<file path="src/design/lpd_pkg.sv">
`default_nettype none

package lpd_pkg;

    // Field widths fixed by the stream format
    localparam int unsigned BYTE_W  = 8;
    localparam int unsigned WORD_W  = 16;
    localparam int unsigned TOTAL_W = 32;

    // One decoded transaction passed from the parser to the output side
    typedef struct packed {
        logic [BYTE_W-1:0] data;
        logic              last;
        logic [WORD_W-1:0] length;
        logic [WORD_W-1:0] flags;
        logic              err;
    } t_cmd;

endpackage

`default_nettype wire

</file>
<file path="src/design/lpd_front.sv">
`default_nettype none

// Header parser: tracks the frame phase and turns payload bytes and
// header faults into queued transactions.
module lpd_front (
    input  wire logic                        i_clk,
    input  wire logic                        i_rst_n,
    input  wire logic                        i_valid,
    output logic                             o_stall,
    input  wire logic [lpd_pkg::BYTE_W-1:0]  i_rx_byte,
    input  wire logic [lpd_pkg::WORD_W-1:0]  i_max_len,
    input  wire logic                        i_q_full,
    output logic                             o_push,
    output lpd_pkg::t_cmd                    o_cmd
);
    import lpd_pkg::*;

    localparam logic [2:0] PH_LEN_HI  = 3'd0;
    localparam logic [2:0] PH_LEN_LO  = 3'd1;
    localparam logic [2:0] PH_FLG_HI  = 3'd2;
    localparam logic [2:0] PH_FLG_LO  = 3'd3;
    localparam logic [2:0] PH_PAYLOAD = 3'd4;
    localparam logic [2:0] PH_ERROR   = 3'd5;

    logic [2:0]        r_phase, n_phase;
    logic [WORD_W-1:0] r_len,   n_len;
    logic [WORD_W-1:0] r_flags, n_flags;
    logic [WORD_W-1:0] r_left,  n_left;
    logic              w_acc;
    logic              w_bad;

    assign o_stall = i_q_full;
    assign w_acc   = i_valid && !i_q_full;
    // length is complete once the second header byte arrives; it is checked on the fourth
    assign w_bad   = (r_len == '0) || (r_len > i_max_len);

    // Phase sequencing and transaction build
    always_comb begin
        n_phase = r_phase;
        n_len   = r_len;
        n_flags = r_flags;
        n_left  = r_left;
        o_push  = 1'b0;
        o_cmd.data   = i_rx_byte;
        o_cmd.last   = (r_left == WORD_W'(1));
        o_cmd.length = r_len;
        o_cmd.flags  = r_flags;
        o_cmd.err    = 1'b0;
        if (w_acc) begin
            unique case (r_phase)
                PH_LEN_HI: begin
                    n_len   = {i_rx_byte, r_len[BYTE_W-1:0]};
                    n_phase = PH_LEN_LO;
                end
                PH_LEN_LO: begin
                    n_len   = {r_len[WORD_W-1:BYTE_W], i_rx_byte};
                    n_phase = PH_FLG_HI;
                end
                PH_FLG_HI: begin
                    n_flags = {i_rx_byte, r_flags[BYTE_W-1:0]};
                    n_phase = PH_FLG_LO;
                end
                PH_FLG_LO: begin
                    n_flags = {r_flags[WORD_W-1:BYTE_W], i_rx_byte};
                    if (w_bad) begin
                        n_phase     = PH_ERROR;
                        o_push      = 1'b1;
                        o_cmd.data  = '0;
                        o_cmd.last  = 1'b0;
                        o_cmd.flags = n_flags;
                        o_cmd.err   = 1'b1;
                    end else begin
                        n_left  = r_len;
                        n_phase = PH_PAYLOAD;
                    end
                end
                PH_PAYLOAD: begin
                    o_push = 1'b1;
                    n_left = r_left - 1'b1;
                    if (r_left == WORD_W'(1)) begin
                        n_phase = PH_LEN_HI;
                    end
                end
                PH_ERROR: begin
                    // sticky: bytes are swallowed until reset
                end
                default: begin
                    n_phase = PH_ERROR;
                end
            endcase
        end
    end

    always_ff @(posedge i_clk) begin
        if (!i_rst_n) begin
            r_phase <= PH_LEN_HI;
            r_len   <= '0;
            r_flags <= '0;
            r_left  <= '0;
        end else begin
            r_phase <= n_phase;
            r_len   <= n_len;
            r_flags <= n_flags;
            r_left  <= n_left;
        end
    end

endmodule

`default_nettype wire

</file>
<file path="src/design/lpd_fifo.sv">
`default_nettype none

// Short queue between parser and output side
module lpd_fifo #(
    parameter int unsigned DEPTH = 4
) (
    input  wire logic          i_clk,
    input  wire logic          i_rst_n,
    input  wire logic          i_push,
    input  wire lpd_pkg::t_cmd i_cmd,
    input  wire logic          i_pop,
    output logic               o_full,
    output logic               o_empty,
    output lpd_pkg::t_cmd      o_head
);
    import lpd_pkg::*;

    localparam int unsigned PW = (DEPTH > 1) ? $clog2(DEPTH) : 1;
    localparam int unsigned CW = $clog2(DEPTH + 1);

    t_cmd          r_mem [DEPTH];
    logic [PW-1:0] r_wr, n_wr;
    logic [PW-1:0] r_rd, n_rd;
    logic [CW-1:0] r_count;
    logic          w_push;
    logic          w_pop;

    assign o_full  = (r_count == CW'(DEPTH));
    assign o_empty = (r_count == '0);
    assign o_head  = r_mem[r_rd];
    assign w_push  = i_push && !o_full;
    assign w_pop   = i_pop && !o_empty;

    // Pointer wrap for any depth
    assign n_wr = (r_wr == PW'(DEPTH - 1)) ? '0 : r_wr + 1'b1;
    assign n_rd = (r_rd == PW'(DEPTH - 1)) ? '0 : r_rd + 1'b1;

    always_ff @(posedge i_clk) begin
        if (w_push) begin
            r_mem[r_wr] <= i_cmd;
        end
    end

    always_ff @(posedge i_clk) begin
        if (!i_rst_n) begin
            r_wr    <= '0;
            r_rd    <= '0;
            r_count <= '0;
        end else begin
            if (w_push) begin
                r_wr <= n_wr;
            end
            if (w_pop) begin
                r_rd <= n_rd;
            end
            case ({w_push, w_pop})
                2'b10:   r_count <= r_count + 1'b1;
                2'b01:   r_count <= r_count - 1'b1;
                default: r_count <= r_count;
            endcase
        end
    end

endmodule

`default_nettype wire

</file>
<file path="src/design/lpd_back.sv">
`default_nettype none

// Output side: keeps running totals and holds the result register
module lpd_back (
    input  wire logic                         i_clk,
    input  wire logic                         i_rst_n,
    input  wire logic                         i_q_empty,
    input  wire lpd_pkg::t_cmd                i_head,
    output logic                              o_pop,
    output logic                              o_valid,
    input  wire logic                         i_stall,
    output logic [lpd_pkg::BYTE_W-1:0]        o_payload_byte,
    output logic                              o_last_byte,
    output logic [lpd_pkg::WORD_W-1:0]        o_frame_length,
    output logic [lpd_pkg::WORD_W-1:0]        o_frame_flags,
    output logic                              o_protocol_error,
    output logic [lpd_pkg::TOTAL_W-1:0]       o_frames_done,
    output logic [lpd_pkg::TOTAL_W-1:0]       o_bytes_done
);
    import lpd_pkg::*;

    logic                r_valid;
    t_cmd                r_res;
    logic [TOTAL_W-1:0]  r_frames, n_frames;
    logic [TOTAL_W-1:0]  r_bytes,  n_bytes;

    // Load when the result register is free or being drained
    assign o_pop = !i_q_empty && (!r_valid || !i_stall);

    // Last byte already counts its own frame
    always_comb begin
        n_frames = r_frames;
        n_bytes  = r_bytes;
        if (i_head.last) begin
            n_frames = r_frames + 1'b1;
            n_bytes  = r_bytes + TOTAL_W'(i_head.length);
        end
    end

    always_ff @(posedge i_clk) begin
        if (!i_rst_n) begin
            r_valid  <= 1'b0;
            r_frames <= '0;
            r_bytes  <= '0;
        end else if (o_pop) begin
            r_valid  <= 1'b1;
            r_frames <= n_frames;
            r_bytes  <= n_bytes;
        end else if (!i_stall) begin
            r_valid  <= 1'b0;
        end
    end

    always_ff @(posedge i_clk) begin
        if (o_pop) begin
            r_res <= i_head;
        end
    end

    assign o_valid          = r_valid;
    assign o_payload_byte   = r_res.data;
    assign o_last_byte      = r_res.last;
    assign o_frame_length   = r_res.length;
    assign o_frame_flags    = r_res.flags;
    assign o_protocol_error = r_res.err;
    assign o_frames_done    = r_frames;
    assign o_bytes_done     = r_bytes;

endmodule

`default_nettype wire

</file>
<file path="src/design/length_prefixed_deframer.sv">
`default_nettype none

// Channel   Direction  Handshake           Payload
// input     in         i_valid / o_stall   i_rx_byte
// output    out        o_valid / i_stall   o_payload_byte .. o_bytes_done
// config    in         i_cfg_we            i_cfg_wdata (frame length limit)
//
// One byte is taken per cycle while the queue is not full; a result goes from
// the parser into the queue, then from the queue into the result register.
// Throughput is set by the queue: input stalls only while it is full.
// Reset is synchronous, active low; the limit returns to 1518.
// After a header fault the parser swallows all bytes until reset.
module length_prefixed_deframer #(
    parameter int unsigned QUEUE_DEPTH = 4
) (
    input  wire logic                        i_clk,
    input  wire logic                        i_rst_n,
    input  wire logic                        i_valid,
    output logic                             o_stall,
    input  wire logic [lpd_pkg::BYTE_W-1:0]  i_rx_byte,
    input  wire logic                        i_cfg_we,
    input  wire logic [lpd_pkg::WORD_W-1:0]  i_cfg_wdata,
    output logic                             o_valid,
    input  wire logic                        i_stall,
    output logic [lpd_pkg::BYTE_W-1:0]       o_payload_byte,
    output logic                             o_last_byte,
    output logic [lpd_pkg::WORD_W-1:0]       o_frame_length,
    output logic [lpd_pkg::WORD_W-1:0]       o_frame_flags,
    output logic                             o_protocol_error,
    output logic [lpd_pkg::TOTAL_W-1:0]      o_frames_done,
    output logic [lpd_pkg::TOTAL_W-1:0]      o_bytes_done
);
    import lpd_pkg::*;

    localparam logic [WORD_W-1:0] MAX_LEN_RST = WORD_W'(1518);

    logic [WORD_W-1:0] r_max_len;
    logic              w_push;
    logic              w_pop;
    logic              w_full;
    logic              w_empty;
    t_cmd              w_cmd;
    t_cmd              w_head;

    // Frame length limit
    always_ff @(posedge i_clk) begin
        if (!i_rst_n) begin
            r_max_len <= MAX_LEN_RST;
        end else if (i_cfg_we) begin
            r_max_len <= i_cfg_wdata;
        end
    end

    lpd_front u_front (
        .i_clk     (i_clk),
        .i_rst_n   (i_rst_n),
        .i_valid   (i_valid),
        .o_stall   (o_stall),
        .i_rx_byte (i_rx_byte),
        .i_max_len (r_max_len),
        .i_q_full  (w_full),
        .o_push    (w_push),
        .o_cmd     (w_cmd)
    );

    lpd_fifo #(
        .DEPTH (QUEUE_DEPTH)
    ) u_fifo (
        .i_clk   (i_clk),
        .i_rst_n (i_rst_n),
        .i_push  (w_push),
        .i_cmd   (w_cmd),
        .i_pop   (w_pop),
        .o_full  (w_full),
        .o_empty (w_empty),
        .o_head  (w_head)
    );

    lpd_back u_back (
        .i_clk            (i_clk),
        .i_rst_n          (i_rst_n),
        .i_q_empty        (w_empty),
        .i_head           (w_head),
        .o_pop            (w_pop),
        .o_valid          (o_valid),
        .i_stall          (i_stall),
        .o_payload_byte   (o_payload_byte),
        .o_last_byte      (o_last_byte),
        .o_frame_length   (o_frame_length),
        .o_frame_flags    (o_frame_flags),
        .o_protocol_error (o_protocol_error),
        .o_frames_done    (o_frames_done),
        .o_bytes_done     (o_bytes_done)
    );

    // The parser never writes into a full queue
    a_no_overflow: assert property (@(posedge i_clk) disable iff (!i_rst_n)
        w_push |-> !w_full)
        else $error("queue written while full");

    // A fault transaction carries no byte and no end mark
    a_err_shape: assert property (@(posedge i_clk) disable iff (!i_rst_n)
        (o_valid && o_protocol_error) |-> (!o_last_byte && o_payload_byte == '0))
        else $error("malformed fault transaction");

    // Nothing is queued right after a fault
    a_err_sticky: assert property (@(posedge i_clk) disable iff (!i_rst_n)
        (w_push && w_cmd.err) |=> !w_push)
        else $error("transaction queued after fault");

    // Totals advance only when a frame completes
    a_totals: assert property (@(posedge i_clk) disable iff (!i_rst_n)
        (w_pop && !w_head.last) |=> $stable(o_frames_done))
        else $error("frame total moved mid-frame");

endmodule

`default_nettype wire

</file>
<file path="config.mk">
export PLATFORM = sky130hd
export DESIGN_NAME = length_prefixed_deframer
export DESIGN_NICKNAME = d
export VERILOG_FILES = /design/src/design/lpd_pkg.sv /design/src/design/lpd_front.sv /design/src/design/lpd_fifo.sv /design/src/design/lpd_back.sv /design/src/design/length_prefixed_deframer.sv
export SDC_FILE = /design/constraint.sdc
export NUM_CORES = 1
export LEC_CHECK = 0
export ABC_AREA = 1
export ABC_CLOCK_PERIOD_IN_PS = 11580
export BUFFER_PORTS_ARGS = -buffer_cell sky130_fd_sc_hd__buf_2
export CORE_UTILIZATION = 45
export DETAILED_ROUTE_END_ITERATION = 10
export GPL_TIMING_DRIVEN = 0
export PLACE_DENSITY = 0.66
export SETUP_SLACK_MARGIN = 0.02
export SYNTH_ARGS = -nofsm -noshare
export SYNTH_HDL_FRONTEND = slang
export SYNTH_SLANG_ARGS = --single-unit
</file>
<file path="constraint.sdc">
create_clock -name i_clk -period 11.58 [get_ports i_clk]
set_input_delay 0.579 -clock i_clk [delete_from_list [all_inputs] [get_ports i_clk]]
set_output_delay 0.579 -clock i_clk [all_outputs]
set_load 0.1 [all_outputs]
</file>
==> results of run 1 <==
layer usage:
metal | GRT usage | up-vias | share of wire
li1 | - | 6058 | -
met1 | 0.3115 | 5855 | 0.44
met2 | 0.3769 | 408 | 0.47
met3 | 0.03406 | 67 | 0.068
met4 | 0.06723 | 0 | 0.021
met5 | 0 | - | 0
registers in the layout (all words and copies together) (netlist names), named ones only:
| name | flops |
|---|---|
| u_back.o_frames_done | 32 |
| u_fifo.r_rd | 2 |
| u_back.o_frame_length | 16 |
| u_fifo.r_wr | 2 |
| u_back.o_payload_byte | 8 |
| u_back.o_valid | 1 |
| u_front.r_phase | 3 |
| u_front.r_left | 16 |
| r_max_len | 16 |
| u_back.o_last_byte | 1 |
| u_front.r_len | 16 |
| u_fifo.r_mem | 168 |
| u_back.o_frame_flags | 16 |
| u_fifo.r_count | 3 |
| u_back.o_bytes_done | 32 |
| u_back.o_protocol_error | 1 |
| u_front.r_flags | 16 |
Yosys cell counts (7+ instances only):
cell type  number
nand2_1       253
nor2_1        251
edfxtp_1      210
o21ai_0       174
dfxtp_1       141
inv_1         137
a21oi_1       130
nand3_1        83
o22ai_1        42
ha_1           41
clkbuf_1       40
nor3_1         23
xor2_1         19
nand4_1        18
xnor2_1        14
buf_2          13
nor4_1          9
inv_2           8
buf_1           7
nor3_2          7
final timing paths:
path | startpoint | endpoint
max | flip-flop | u_back.o_bytes_done[28]
min | i_cfg_wdata[7] | r_max_len[7]
max reg2reg | flip-flop | u_back.o_bytes_done[28]
min reg2reg | r_max_len[11] | r_max_len[11]
logic make-up after synthesis:
family / count (synthesis) / share of synthesized area
xor gates and xnor gates: 33 / 0.01862
buffers and inverters: 210 / 0.05352
and+or+nand+nor: 659 / 0.1785
DFF: 351 / 0.5881
AOI/OAI and AO/OA: 363 / 0.1237
muxes: 3 / 0.001934
adders and majority gates: 43 / 0.03563
power by group through the flow:
| stage | Clock [W] | Sequential (W) | Combinational, W |
|---|---|---|---|
| after floorplan | 0 | 0.00232 | 0.000663 |
| after global placement | 0 | 0.00161 | 0.00174 |
| after detailed placement | 0 | 0.00161 | 0.00178 |
| after CTS | 0.00115 | 0.00159 | 0.00178 |
| after global routing | 0.00120 | 0.00160 | 0.00190 |
| final | 0.00113 | 0.00159 | 0.00178 |
through the flow:
stage / area [µm²] / hold WS [ns] / setup WS, ns / total power [W]
global placement: 16750 / 0.4580 / 5.842 / 0.003351
detailed placement: 16920 / 0.4587 / 7.438 / 0.003390
global route: 18080 / 0.2621 / 7.010 / 0.004700
floorplan: 15520 / 0.4395 / 7.831 / 0.002981
finish: 18080 / 0.2581 / 7.414 / 0.004498
CTS: 18080 / 0.2408 / 7.406 / 0.004518
tightest hold or removal path, delay by kind of cell:
family          cells  cell delay (ns)
compound gates      2             0.11
buf+inv             1             0.08
layout make-up:
cell class              instances  share of cell area
multi-input cells            1101              0.3095
clock inverters                 9            0.005607
well taps                     448             0.03101
flip-flops and latches        351              0.5050
repair buffers                140             0.04458
inverters                     145             0.03011
plain buffers                  65             0.01585
clock buffers                  58             0.05835
==> key figures, run 1 <==
Outcome
  – Status: completed

Power and ir drop
  – Pint: 0.002498 W
  – Clk network pwr share: 0.251
  – Switching share of power: 0.4446
  – Comb power frac: 0.396
  – Peak VDD IR: 0.0002878 V
  – Sequential Power Share: 0.352
  – Sw Pwr: 0.002000 W
  – PwrDens: 248.8 mW/mm²
  – Pleak: 7.136 nW

Placed design
  – GPL Wtd Cong: 0.9223
  – Final HPWL DP: 28.54 mm
  – Buffers on Ports: 134
  – Placed Instances: 2250

Clock tree
  – CTS tree: built
  – H-tree levels: 2
  – Clock tree sinks: 351
  – Clk slew on worst S/H paths: 0.06 ns
  – Resized Gates After CTS: 0
  – Later-pin clock latency in the skew report: 0.55 ns
  – Setup Buffers After CTS: 0
  – Max Root-Sink Buffers: 3
  – Total CTS buffers: 37
  – Root Buffer: clkbuf_16
  – # hold bufs at CTS: 0

Worst setup path
  – Crit-path max FO: 10
  – Startpoint Class: flip-flop
  – Delay-heaviest family, CP: buffers and inverters
  – Reg2Reg Depth: 18
  – Most used cell, CP: nand2_1
  – CP required: 12.01 ns
  – Worst EP arrival: 4.60 ns
  – FF-to-FF setup slack: 7.41 ns
  – Crit Path Category: flip-flop to flip-flop
  – Max stage delay on crit path: 0.52 ns
  – CP max stage cell: o22ai_1
  – Critical path, cell by cell: inv_1 -> clkbuf_1 -> buf_1 -> nor2_1 -> o22ai_1 -> ha_1 -> inv_1 -> fa_1 -> o21ai_1 -> nand2_1 -> nand2_1 -> nand3_1 -> nand2_1 -> nand2_2 -> nor2_2 -> nand2_1 -> o21ai_0 -> nor2_1
  – Critical path endpoint category: flip-flop
  – Worst path depth: 18
  – Buf/Inv on CP: 4

Detailed routing
  – Vias/cell: 5.347
  – Routed vias: 12.39k
  – Wirelength per Cell: 17.50 µm
  – Initial DRT Pass Iterations: 6
  – DRT iter0 DRCs: 1040
  – Post-Route WL: 40.55 mm
  – # DRC: 0
  – Antenna Nets Post-Route: 0

Timing
  – Final setup violation count: 0
  – Clk_skew: 0.01763 ns
  – Rel. slew slack: 0.4215
  – RSZ-0062 raised after global routing: false
  – Final Hold Viols: 0
  – Post-route clock period utilization: 0.3598
  – Setup TNS: 0 ns
  – Fmax: 0.2400 GHz
  – Final min period: 4.166 ns
  – Slew of the pin with the lowest slew margin: 0.8656 ns
  – Fin. max-slew vios: 0

Die
  – Core area: 0.03370 mm²
  – Die Span Y: 187.7 µm
  – # IOs: 137
  – Die width: 187.7 µm
  – FP Rows: 67
  – Die area: 0.03524 mm²
  – Starting Density: 0.4606

Synthesis
  – Mapped Nets: 1734
  – Synthesized area: 0.01552 mm²
  – Most used DFF post-synth: edfxtp_1
  – Top cells by area, synth: edfxtp_1 41%, dfxtp_1 18%, nand2_1 6.1%, nor2_1 6.1%, o21ai_0 5.6%
  – Post-synth EDFFs: 210
  – Syn avg cell area: 9.340 µm²
  – Area share of the largest cell type after synthesis: 0.4062
  – Post-synthesis cell type count: 43
  – Synthesized flop and latch total: 351
  – Synth area leader: edfxtp_1
  – Async set-reset flop share out of synthesis: 0
  – Gate Count Post-Synth: 1662
  – Synth warn: 0
  – Part of the Yosys area used for sequential elements: 0.5881

Finish
  – Reg area: 0.009129 mm²
  – # diodes: 0
  – Most frequent cells in the layout: 253 x nand2_1, 247 x nor2_1, 210 x edfxtp_1
  – Final net count: 1913
  – Multi-input logic area: 0.005594 mm²
  – Synthesis-to-finish area growth: 16.44%
  – Fin cells: 2317
  – Layout Utilization: 0.5364
  – Commonest non-fill, non-tap cell in the layout: nand2_1
  – Layout cell share with drive strength beyond 1: 0.1273
  – Filler instances: 3112

GRT
  – Initial antenna violation count: 0
  – Largest net degree at the start of global routing: 25
  – Grt total ovfl: 0
  – GRT Total Usage: 0.2284
  – Vias in the first global route: 11.46k
  – First-pass GRT wire length: 63.14 mm

Hold path
  – Min-delay worst type: primary input to flip-flop
  – WHS Path Cells: 3

Job
  – MaxCap Viol Count: 0
(Power assumes the default switching activity.)
==> run 2, diff against run 1 <==
- ABC_AREA: 1 -> 0
- ABC_CLOCK_PERIOD_IN_PS: 11580 -> 3650
- PLACE_DENSITY: 0.66 -> 0.69
- clock period: 11.58 -> 3.65 ns (I/O delays scaled with it)
==> key figures, run 2 <==
Timing
  – Post-route clock period utilization: 0.9521
  – Fin. max-slew vios: 0
  – Slew of the pin with the lowest slew margin: 0.9382 ns
  – RSZ-0062 raised after global routing: true
  – Final Hold Viols: 0
  – Clk_skew: 0.01198 ns
  – Setup TNS: 0 ns
  – Final min period: 3.475 ns
  – Fmax: 0.2878 GHz
  – Rel. slew slack: 0.3745
  – Final setup violation count: 0

Die
  – Die width: 182.6 µm
  – Core area: 0.03180 mm²
  – Die area: 0.03334 mm²
  – FP Rows: 65
  – Die Span Y: 182.6 µm
  – Starting Density: 0.4615
  – # IOs: 137

Worst setup path
  – Crit Path Category: flip-flop to flip-flop
  – CP max stage cell: mux4_2
  – Delay-heaviest family, CP: compound AO/OA/AOI/OAI gates
  – Startpoint Class: flip-flop
  – Crit-path max FO: 10
  – Most used cell, CP: buf_4
  – CP required: 4.10 ns
  – Max stage delay on crit path: 0.58 ns
  – Worst path depth: 12
  – Critical path endpoint category: flip-flop
  – Reg2Reg Depth: 12
  – Worst EP arrival: 3.92 ns
  – Buf/Inv on CP: 3
  – Critical path, cell by cell: buf_4 -> buf_4 -> mux4_2 -> ha_1 -> a21oi_2 -> nand2_1 -> o31a_1 -> a211o_1 -> a21oi_4 -> buf_2 -> o21ai_0 -> a21oi_1

Placed design
  – Final HPWL DP: 23.25 mm
  – Buffers on Ports: 135
  – GPL Wtd Cong: 0.9035
  – Placed Instances: 1737

GRT
  – Met2 Usage GRT: 0.3366
  – Vias in the first global route: 9746
  – Grt met1 use: 0.2868
  – Initial antenna violation count: 0
  – GR Layer Usage met3: 0.03452
  – First-pass GRT wire length: 54.01 mm
  – GRT Total Usage: 0.2104
  – Largest net degree at the start of global routing: 40
  – GR peak layer: met2
  – Grt total ovfl: 0

Synthesis
  – Synthesized area: 0.01467 mm²
  – Async set-reset flop share out of synthesis: 0
  – Top cells by area, synth: edfxtp_1 43%, dfxtp_1 19%, mux4_2 6.4%, ha_1 3.5%, nand2_1 2.9%
  – Synthesized flop and latch total: 351
  – Post-synth EDFFs: 210
  – Dominant cell by count in the synthesized netlist: edfxtp_1
  – Gate Count Post-Synth: 1162
  – Most used DFF post-synth: edfxtp_1
  – Mapped Nets: 1234
  – Part of the Yosys area used for sequential elements: 0.6221
  – Synth warn: 0
  – Synth area leader: edfxtp_1
  – Area share of the largest cell type after synthesis: 0.4297
  – Most instantiated cells after synthesis: 210 x edfxtp_1, 141 x dfxtp_1, 115 x nand2_1
  – Post-synthesis cell type count: 66
  – Syn avg cell area: 12.63 µm²

Detailed routing
  – Routed vias: 10.13k
  – Antenna Nets Post-Route: 0
  – Post-Route WL: 34.78 mm
  – Initial DRT Pass Iterations: 5
  – DRT iter0 DRCs: 774
  – # DRC: 0
  – Vias/cell: 5.530
  – Wirelength per Cell: 18.99 µm

Clock tree
  – Clk slew on worst S/H paths: 0.06 ns
  – H-tree levels: 2
  – Clock tree sinks: 351
  – Root Buffer: clkbuf_16
  – Later-pin clock latency in the skew report: 0.53 ns
  – Max Root-Sink Buffers: 3
  – Total CTS buffers: 38
  – CTS tree: built

Finish
  – Final net count: 1439
  – Synthesis-to-finish area growth: 20.56%
  – # diodes: 0
  – Layout cell share with drive strength beyond 1: 0.2178
  – Biggest register: u_fifo.r_mem
  – Most frequent cells in the layout: 210 x edfxtp_1, 145 x buf_2, 136 x dfxtp_1
  – Commonest non-fill, non-tap cell in the layout: edfxtp_1
  – Max reg flops: 168
  – Fin cells: 1831

Power and ir drop
  – PwrDens: 768.5 mW/mm²
  – Peak VDD IR: 0.0004331 V
  – Pleak: 6.528 nW

Hold path
  – WHS Path Cells: 3
  – Min-delay worst type: primary input to flip-flop

Outcome
  – Status: completed

Job
  – MaxCap Viol Count: 0
run 2: metrics by stage:
stage               worst slack (ns)  hold WS (ns)    util  total power (W)  instance area (µm²)
floorplan                    -0.3741        0.3087       -         0.008673                14680
global route                 0.01582        0.1531  0.5563          0.01408                17690
global placement              -2.221        0.3981  0.5000         0.009499                15900
finish                        0.1748        0.1255  0.5563          0.01360                17690
detailed placement           -0.6094        0.4042  0.5041         0.009575                16030
CTS                          0.09979        0.1274  0.5552          0.01366                17650
run 2: final timing paths:
kind         slack (ns)                      end               start
max                0.17  u_back.o_bytes_done[27]           flip-flop
min                0.13            r_max_len[11]            i_cfg_we
max reg2reg        0.17  u_back.o_bytes_done[27]           flip-flop
min reg2reg        0.45       u_front.r_flags[6]  u_front.r_flags[6]
run 2: kinds of logic after synthesis:
logic type / share of synthesized area
buffers and inverters: 0.02379
multiplexers: 0.08288
AO/OA/AOI/OAI: 0.07810
adder cells (fa/ha/maj): 0.03769
AND/OR/NAND/NOR: 0.1256
XOR/XNOR: 0.02984
flip-flops: 0.6221
run 2: worst min-delay path, cell delays in order:
cell and delay, ns:
clkbuf_1 0.20, mux2i_1 0.17, nor2_1 0.07
run 2: final cells by class:
type                       count  area [µm²]
buffer                        51       230.2
clock buffer                  52        1065
clock inverter                17       251.5
fill                        2612       14110
inverter                      36       135.1
multi-input combinational    723        5296
sequential                   351        9135
tap                          435       544.3
timing repair buffer         166        1033
run 2: power breakdown:
part	leakage [nW]	switching [W]	internal, W	total [W]
clock network	0.647	0.00155	0.00248	0.00403
logic	2.79	0.00364	0.000992	0.00463
registers	3.09	0.000226	0.00472	0.00494
run 2: timing repair:
action | CTS | global route
setup buffers | 1 | 0
resized for setup | 27 | 11
pin swaps | 1 | 1
hold endpoints to repair | 38 | 0
hold buffers | 25 | 0
cloned | 0 | 0
endpoints found under the setup margin | 135 | 16
run 2: metal layers:
| metal | part of all wire | vias up |
|---|---|---|
| met5 | 0 | - |
| met4 | 0.035 | 0 |
| met3 | 0.058 | 77 |
| met2 | 0.47 | 334 |
| met1 | 0.44 | 4960 |
| li1 | - | 4754 |
==> run 3, diff against run 2 <==
- ABC_CLOCK_PERIOD_IN_PS: 3650 -> 2800
- CTS_BUF_LIST: unset -> sky130_fd_sc_hd__clkbuf_2 sky130_fd_sc_hd__clkbuf_4 sky130_fd_sc_hd__clkbuf_8
- GPL_TIMING_DRIVEN: 0 -> 1
- clock period: 3.65 -> 2.8 ns (I/O delays scaled with it)
==> key figures, run 3 (synthesized netlist as in run 2, its figures left out) <==
GRT
  – Vias in the first global route: 10.44k
  – Initial antenna violation count: 0
  – First-pass GRT wire length: 55.52 mm
  – Grt total ovfl: 0
  – Largest net degree at the start of global routing: 80
  – GRT Total Usage: 0.2115

Clock tree
  – Total CTS buffers: 56
  – Root Buffer: clkbuf_8
  – Max Root-Sink Buffers: 3
  – Later-pin clock latency in the skew report: 0.64 ns
  – Clock tree sinks: 351
  – Clk slew on worst S/H paths: 0.07 ns
  – CTS tree: built
  – H-tree levels: 2

Finish
  – Final net count: 1557
  – Finished Cell Area: 0.01929 mm²
  – Max reg flops: 168
  – Layout Utilization: 0.6067
  – Biggest register: u_fifo.r_mem
  – Commonest non-fill, non-tap cell in the layout: edfxtp_1
  – Filler instances: 2421
  – Most frequent cells in the layout: 210 x edfxtp_1, 136 x buf_2, 122 x dfxtp_1
  – # diodes: 0
  – Synthesis-to-finish area growth: 31.48%
  – Layout cell share with drive strength beyond 1: 0.3473

Timing
  – Rel. slew slack: 0.4215
  – Fin. max-slew vios: 0
  – Fmax: 0.3305 GHz
  – Final setup violation count: 185
  – Final min period: 3.026 ns
  – Post-route clock period utilization: 1.081
  – Final worst slack: -0.2255 ns
  – Clk_skew: 0.04514 ns
  – Final Hold Viols: 0
  – Slew of the pin with the lowest slew margin: 0.8606 ns
  – RSZ-0062 raised after global routing: true

Detailed routing
  – Post-Route WL: 37.03 mm
  – # DRC: 0
  – DRT iter0 DRCs: 802
  – Wirelength per Cell: 18.82 µm
  – Antenna Nets Post-Route: 0
  – Initial DRT Pass Iterations: 5
  – Routed vias: 10.69k
  – Vias/cell: 5.434

Power and ir drop
  – PwrDens: 923.0 mW/mm²
  – Peak VDD IR: 0.0006733 V
  – Pleak: 7.297 nW

Outcome
  – Status: finished, violations left
  – Failing checks: negative setup slack

Die
  – # IOs: 137
  – Die width: 182.6 µm
  – Starting Density: 0.4615
  – Die Span Y: 182.6 µm
  – Die area: 0.03334 mm²
  – Core area: 0.03180 mm²
  – FP Rows: 65

Worst setup path
  – Critical path endpoint category: flip-flop
  – Worst EP arrival: 3.56 ns
  – Max stage delay on crit path: 0.34 ns
  – CP required: 3.33 ns
  – Crit-path max FO: 3
  – CP max stage cell: dfxtp_2
  – Critical path, cell by cell: inv_2 -> ha_4 -> nand4_1 -> nor2_1 -> a221o_1 -> o31a_1 -> nand2b_4 -> a21oi_4 -> ha_4 -> inv_2 -> fa_2 -> xor2_1 -> or3_1 -> a21oi_2
  – Crit Path Category: flip-flop to flip-flop
  – Startpoint Class: flip-flop

Placed design
  – Buffers on Ports: 136
  – GPL Wtd Cong: 0.8505
  – Final HPWL DP: 22.88 mm
  – DP Area: 0.01688 mm²

Hold path
  – Min-delay worst type: primary input to flip-flop

Job
  – MaxCap Viol Count: 0
## run 3: report_power, final
group | leakage [nW] | total, W | switching, W | internal [W]
combinational | 3.57 | 0.00679 | 0.00497 | 0.00182
clock | 0.633 | 0.00460 | 0.00208 | 0.00252
sequential | 3.09 | 0.00642 | 0.000258 | 0.00616
## run 3: worst paths after layout
check / start / endpoint / slack [ns] / cells past startpoint
min: i_valid / u_front.r_phase[0] / 0.03 / 4
max: r_max_len[14] / u_fifo.r_count[2] / -0.23 / 14
max reg2reg: r_max_len[14] / u_fifo.r_count[2] / -0.23 / 14
min reg2reg: u_front.r_flags[4] / u_front.r_flags[4] / 0.46 / 2
## run 3: final cells by class
type / count / area [µm²] / area share
multi-input combinational: 723 / 5654 / 0.2931
clock buffer: 79 / 955.9 / 0.04955
inverter: 36 / 140.1 / 0.007263
sequential: 351 / 9153 / 0.4744
tap: 435 / 544.3 / 0.02821
timing repair buffer: 317 / 2618 / 0.1357
clock inverter: 26 / 229.0 / 0.01187
## run 3: per-stage QoR
stage	std cells	setup WS (ns)	TNS, ns	hold slack (ns)	total power (W)
2_1_floorplan	1162	-0.4269	-73.49	0.2662	0.01153
3_3_place_gp	1794	-0.2881	-2.136	0.3692	0.01289
3_5_place_dp	1794	-0.3073	-2.636	0.3658	0.01296
4_1_cts	1941	-0.1480	-1.287	0.01519	0.01779
5_1_grt	1967	-0.3417	-31.44	0.04346	0.01850
6_report	1967	-0.2255	-11.63	0.03307	0.01781
## run 3: repair_timing
| action | CTS | global route |
|---|---|---|
| cloned | 0 | 17 |
| setup endpoints to repair | 26 | 219 |
| resized for setup | 43 | 28 |
| pin swaps | 23 | 3 |
| hold endpoints to repair | 53 | 0 |
| setup buffers | 10 | 9 |
| hold buffers | 32 | 0 |
## run 3: layer usage
metal	wire, µm	track usage	up-vias
li1	-	-	4994
met1	16140	0.2844	5288
met2	18040	0.3505	342
met3	2092	0.03213	65
met4	758	0.07092	0
met5	0	0	-
## run 3: worst max-delay path: cells and delay by family, from the launching register on
family	cells	cell delay [ns]
xor+xnor	1	0.16
simple gates	4	0.71
fa+ha+maj	3	0.71
flops	1	0.34
buf+inv	2	0.08
compound gates	4	0.93
